--- src/sv/pwm_divider_wrap_solver_macros.svh ---
// ----------------------------------------------------------------------------
// pwm divider wrap solver assertion macros
// shared concurrent assertion wrappers, compiled out with ASSERT_OFF
// ----------------------------------------------------------------------------
`ifndef PWM_DIVIDER_WRAP_SOLVER_MACROS_SVH
`define PWM_DIVIDER_WRAP_SOLVER_MACROS_SVH

`ifndef ASSERT_OFF
`define PWD_ASSERT(lbl, clk, rst_n, prop) \
	lbl: assert property (@(posedge clk) disable iff (!rst_n) (prop)) \
		else $error("pwd assertion failed");
`define PWD_ASSERT_IMPL(lbl, clk, rst_n, pre, post) \
	lbl: assert property (@(posedge clk) disable iff (!rst_n) (pre) |-> (post)) \
		else $error("pwd assertion failed");
`else
`define PWD_ASSERT(lbl, clk, rst_n, prop)
`define PWD_ASSERT_IMPL(lbl, clk, rst_n, pre, post)
`endif

`endif

--- src/sv/pwd_pkg.sv ---
// ----------------------------------------------------------------------------
// pwd_pkg
// widths, limits and shared types of the pwm divider wrap solver
// ----------------------------------------------------------------------------
package pwd_pkg;

	localparam int HZ_W        = 29;
	localparam int DUTY_W      = 7;
	localparam int FRAC_BITS   = 4;
	localparam int DIVI_W      = 8;
	localparam int DIV_W       = DIVI_W + FRAC_BITS;
	localparam int PERIOD_LOG2 = 16;
	localparam int PERIOD_W    = PERIOD_LOG2 + 1;
	localparam int WRAP_W      = 16;

	localparam int DEN1_SHIFT  = PERIOD_LOG2 - FRAC_BITS;
	localparam int DIV1_BITS   = DIV_W;

	localparam logic [DIV_W-1:0]    DIV_MIN    = DIV_W'(1 << FRAC_BITS);
	localparam logic [DIV_W-1:0]    DIV_MAX    = DIV_W'(255 << FRAC_BITS);
	localparam logic [PERIOD_W-1:0] PERIOD_MAX = PERIOD_W'(1 << PERIOD_LOG2);
	localparam logic [PERIOD_W-1:0] PERIOD_MIN = PERIOD_W'(2);
	localparam logic [DUTY_W-1:0]   DUTY_FULL  = DUTY_W'(100);
	localparam logic [HZ_W-1:0]     SYSCLK_RESET = HZ_W'(150000000);

	// floor(x / 100) = (x * RECIP) >> RECIP_SHIFT for x below 2^23
	localparam int                  RECIP_SHIFT = 30;
	localparam int                  LVL_X_W     = 24;
	localparam logic [23:0]         RECIP       = 24'd10737419;

	typedef struct packed {
		logic en;
		logic valid;
	} pwd_ctl_t;

endpackage

--- src/sv/pwd_level_calc.sv ---
// ----------------------------------------------------------------------------
// pwd_level_calc
// period clamp, compare level by reciprocal multiply, output register
// ----------------------------------------------------------------------------
module pwd_level_calc (
	input  logic                          clk,
	input  logic                          arst_n,
	input  pwd_pkg::pwd_ctl_t             ctl,
	input  logic [pwd_pkg::PERIOD_W-1:0]  quotient,
	input  logic                          overflow,
	input  logic [pwd_pkg::DIV_W-1:0]     div,
	input  logic [pwd_pkg::DUTY_W-1:0]    duty,
	output logic                          out_valid,
	output logic [pwd_pkg::DIVI_W-1:0]    divider_integer,
	output logic [pwd_pkg::FRAC_BITS-1:0] divider_fraction,
	output logic [pwd_pkg::WRAP_W-1:0]    wrap_value,
	output logic [pwd_pkg::PERIOD_W-1:0]  compare_level
);
	import pwd_pkg::*;

	localparam int Y_W = LVL_X_W + 24;

	logic                  v_s1, v_s2, v_s3;
	logic [PERIOD_W-1:0]   period_s1, period_s2, period_s3;
	logic [DIV_W-1:0]      div_s1, div_s2, div_s3;
	logic [DUTY_W-1:0]     duty_s1;
	logic [LVL_X_W-1:0]    x_s2;
	logic [Y_W-1:0]        y_s3;
	logic [PERIOD_W-1:0]   period_c;

	always_comb begin
		if (overflow || quotient > PERIOD_MAX) begin
			period_c = PERIOD_MAX;
		end else if (quotient < PERIOD_MIN) begin
			period_c = PERIOD_MIN;
		end else begin
			period_c = quotient;
		end
	end

	always_ff @(posedge clk or negedge arst_n) begin
		if (!arst_n) begin
			v_s1      <= 1'b0;
			v_s2      <= 1'b0;
			v_s3      <= 1'b0;
			out_valid <= 1'b0;
		end else if (ctl.en) begin
			v_s1      <= ctl.valid;
			v_s2      <= v_s1;
			v_s3      <= v_s2;
			out_valid <= v_s3;
		end
	end

	always_ff @(posedge clk) begin
		if (ctl.en) begin
			period_s1 <= period_c;
			div_s1    <= div;
			duty_s1   <= duty;
			x_s2      <= LVL_X_W'(period_s1) * LVL_X_W'(duty_s1);
			period_s2 <= period_s1;
			div_s2    <= div_s1;
			y_s3      <= Y_W'(x_s2) * Y_W'(RECIP);
			period_s3 <= period_s2;
			div_s3    <= div_s2;
			divider_integer  <= div_s3[DIV_W-1:FRAC_BITS];
			divider_fraction <= div_s3[FRAC_BITS-1:0];
			wrap_value       <= WRAP_W'(period_s3 - PERIOD_W'(1));
			compare_level    <= y_s3[RECIP_SHIFT +: PERIOD_W];
		end
	end

endmodule

--- config.mk ---
export PLATFORM = sky130hd
export DESIGN_NAME = pwd_level_calc
export DESIGN_NICKNAME = d
export VERILOG_FILES = /design/src/sv/pwm_divider_wrap_solver_macros.svh /design/src/sv/pwd_pkg.sv /design/src/sv/pwd_level_calc.sv
export SDC_FILE = /design/constraint.sdc
export NUM_CORES = 1
export LEC_CHECK = 0
export BUFFER_PORTS_ARGS = -buffer_cell sky130_fd_sc_hd__buf_2
export CELL_PAD_IN_SITES_DETAIL_PLACEMENT = 1
export CELL_PAD_IN_SITES_GLOBAL_PLACEMENT = 1
export CORE_AREA = 2 2 210 212
export DETAILED_ROUTE_END_ITERATION = 8
export DIE_AREA = 0 0 212 214
export PLACE_DENSITY = 0.83
export SLEW_MARGIN = 20
export SYNTH_ARGS = -nofsm -noshare
export SYNTH_HDL_FRONTEND = slang
export SYNTH_SLANG_ARGS = --single-unit
--- constraint.sdc ---
create_clock -name clk -period 5.8 [get_ports clk]
set_input_delay 1.74 -clock clk [delete_from_list [all_inputs] [get_ports clk]]
set_output_delay 1.74 -clock clk [all_outputs]
set_load 0.005 [all_outputs]
==> results <==
- The final route contains 15130 vias.
- In this run the tightest slew margin relative to its limit is 40.06%.
- The total iterations of the first detailed-routing run is 5.
- The first global-routing pass estimated 100500 µm of wire.
- The run finished, with violations left.
- The worst setup timing slack at the placement stage is -0.6258 ns.
- The count of endpoints failing hold in the final timing report is 0.
- The floorplan has 76 rows.
- The checks that failed: setup timing.
- The floorplan die area is 45370 µm².
- The number of antenna-violating nets in the routed design is 0.
- No sink is reached through more buffers than the 2 on the longest clock path.
- Summing the areas of all compound-gate instances in the mapped netlist gives 5.524% of the synthesized area.
- The number of antenna violations at the first check in global routing is 0.
- In this run, synthesis produced a sequential element count of 182.
- The total congestion overflow is 0.
- The post-DP HPWL is 45820 µm.
- STA classifies the critical path endpoint as a flop.
- In this run the worst hold path is classified as flop to flop.
- From synthesis to final layout, the design area changed by 21.77%.
- The floorplan core area is 42890 µm².
- The share of the clock period used by the worst path after layout is 112.1%.
- The required arrival time at the worst endpoint is 6.02 ns.
- The number of cells produced by synthesis is 1763.
- In this run the count of I/O pins placed on the die edge is 87.
- After Yosys synthesis, and, or, nand and nor cells account for 7.210% of the synthesized area.
- The fraction of final layout cells sized beyond drive strength 1 is 23.32%.
- The shortest period the worst path allows is 6.502 ns.
- The highest fanout seen on the critical path is 4.
- The combinational family with the most area after synthesis is adder cells.
- Dividing the detail-routed via count by the number of cells gives 5.673.
- Averaged over all synthesized cells, the footprint is 11.41 µm².
- The number of buffers created by CTS is 17.
- The mux share of post-synthesis cell area is 0.2239%.
- The congestion estimate from routability-driven global placement came to 0.9399.
- The number of global-route vias before repair is 17370.
- The arrival time of data at the critical path endpoint is 6.73 ns.
- The worst-case clock skew is 0.02706 ns.
- The root buffer cell chosen for the clock tree is clkbuf_16.
- The number of violations of the max-capacitance limit is 0.
- After detailed routing, the average wire length per cell comes to 26.47 µm.
- Measured in cells, the most critical reg-to-reg path has a length of 24.
- Global routing used 29.75% of the available tracks across all layers.
- For this run, design rule violations remaining after detail routing come to 0.
- The synthesized design contains 178 enable-type register cells.
- The total wirelength of the detailed-routed design is 70580 µm.
- The starting DRC count in detailed routing is 1094.
- The total of endpoints with negative setup slack in the final report is 17.
- The final count of pins violating max slew is 0.
- The TritonCTS clock tree is done.
- The clock latency on the worst-skew pair is 0.50 ns.
- The number of warnings printed during yosys synthesis is 0.
- At the pin with the least slew margin, the transition time is 0.8990 ns.
- The initial utilization of the core area, before any placement, comes to 46.90%.
- Counting distinct cell types in the post-synthesis netlist gives 67.
- The total nets after synthesis is 2419.
- Measured along the x axis, the die boundary spans 212 µm.
- For this run, asynchronously set or reset flops after synthesis account for 2.198%.
- The number of nets in the layout is 2723.
- Buffers placed on the I/O ports in this run total 86.
- The clock transition at the registers of the reported paths is 0.09 ns.
- In this run the cell area of the synthesized design comes to 20110 µm².
- The number of stages on the worst hold path is 0.
- The H-tree depth is 4.
- The parity-gate share of the synthesized area counting xor and xnor cells is 2.134%.
- STA classifies the critical path startpoint as a flop.
- Hold is met by 0.4221 ns.
- The pin count of the biggest net entering global routing is 85.
- For this design, the sink count on the clock tree is 182.
- Setup slack on the critical path of the routed design comes to -0.7019 ns.
- Static timing analysis puts the maximum clock frequency at 153.8 MHz.
- The adder and majority gate portion of the synthesized area is 49.38%.
- The die is 214 µm tall.
- The worst setup path is of the flop to flop kind.
- Setup repair after global routing could not meet its margin everywhere.
- For this run, the leading register cell type out of synthesis is edfxtp_1.
- Summing the sequential cell areas from Yosys gives 27.07% of the chip area.
[synthesized netlist by cell type (11+ instances only)]
cell type	count	area, µm²
a21o_1	24	180.2
a21oi_1	50	250.2
and2_1	54	337.8
clkbuf_1	11	41.29
edfxtp_1	178	5345
fa_1	298	5966
ha_1	317	3966
inv_1	441	1655
nand2_1	127	476.7
nand3_1	16	80.08
nor2_1	33	123.9
nor3_1	22	110.1
o21ai_0	20	100.1
xnor2_1	28	245.2
xor2_1	21	183.9
[routing by layer]
metal	wire length (µm)	part of all wire (%)	GRT usage [%]	vias up
li1	-	-	-	6296
met1	24460	35	32.92	7696
met2	36120	51	53.96	767
met3	4218	6.0	4.559	366
met4	5778	8.2	16.95	0
met5	0	0	0	-
[logic make-up (layout without fill, tap and decap cells)]
logic type / after synthesis / count (layout)
adders and majority gates: 615 / 615
buffers and inverters: 453 / 770
and+or+nand+nor: 298 / 298
DFF: 182 / 182
AOI/OAI and AO/OA: 162 / 162
xor gates and xnor gates: 49 / 49
muxes: 4 / 4
other: 0 / 1
[placed cells by master (no fill, tap or decap), drive strengths merged, types with 4 or more instances in the layout]
cell,n
o21bai,8
a21o,24
inv,449
a21oi,53
nor3b,4
buf,297
nor4,5
nand4,7
o211ai,4
o41ai,4
dfrtp,4
nor2,33
a211oi,6
xor2,21
and3,7
o21ai,25
nor3,23
nand2b,6
nand2,127
fa,298
nand3,16
mux2,4
o21a,4
ha,317
clkinv,7
xnor2,28
and4,4
a31oi,4
edfxtp,178
and2,55
clkbuf,17
[layout make-up]
class | count | area (µm²)
Tap cell | 585 | 732.0
Clock inverter | 15 | 227.7
Sequential cell | 182 | 5445
Inverter | 441 | 1655
Fill cell | 4413 | 18390
Clock buffer | 17 | 425.4
Timing Repair Buffer | 297 | 2123
Multi-Input combinational cell | 1128 | 13880
Antenna cell | 1 | 2.502
[through the flow]
step | instance area, µm² | utilization [%] | std cells | setup TNS (ns)
final | 24490 | 57.11 | 2666 | -9.266
after global routing | 24490 | 57.10 | 2665 | -10.67
after CTS | 24020 | 56.02 | 2644 | -3.291
after detailed placement | 22490 | 52.44 | 2580 | -7.355
after global placement | 22490 | 52.44 | 2580 | -3.926
after floorplan | 20180 | - | 1763 | 0
[flip-flops by register name, summed over array words and instances, names as in the netlist, 16 cells and up]
name,count
period_s1,17
period_s2,16
compare_level,17
period_s3,16
y_s3,17
wrap_value,16
x_s2,24
[critical path, stage by stage (launching register included)]
cell      delay (ns)
edfxtp_1        0.46
buf_4           0.18
buf_6           0.12
ha_4            0.29
inv_2           0.05
fa_2            0.36
fa_1            0.57
inv_2           0.05
fa_1            0.61
fa_2            0.47
fa_1            0.55
inv_2           0.05
fa_1            0.50
inv_2           0.05
ha_4            0.28
buf_6           0.11
buf_4           0.13
nand2_1         0.06
a21oi_1         0.21
o211ai_1        0.14
nand2b_1        0.22
nand3_1         0.21
o21ai_4         0.29
a21oi_2         0.10
xnor2_1         0.18
[repair_timing]
item | 4_1_cts | 5_1_grt
hold endpoints to repair | 0 | 0
buffers inserted | 35 | 22
gates resized for setup | 126 | 58
hold buffers | 0 | 0
pin swaps | 42 | 31
endpoints found under the setup margin | 17 | 18
[final timing paths]
path / from / endpoint / slack [ns]
setup / recovery: x_s2[12] / y_s3[39] / -0.70
max in group asynchronous: arst_n / v_s2 / 4.63
hold reg to reg: div_s2[0] / div_s3[0] / 0.42
setup reg to reg: x_s2[12] / y_s3[39] / -0.70
hold / removal: div_s2[0] / div_s3[0] / 0.42
min in group asynchronous: arst_n / v_s1 / 1.05
Power is not shown: default switching activity piles up to over one toggle a cycle in this logic, so the estimate is an artifact.
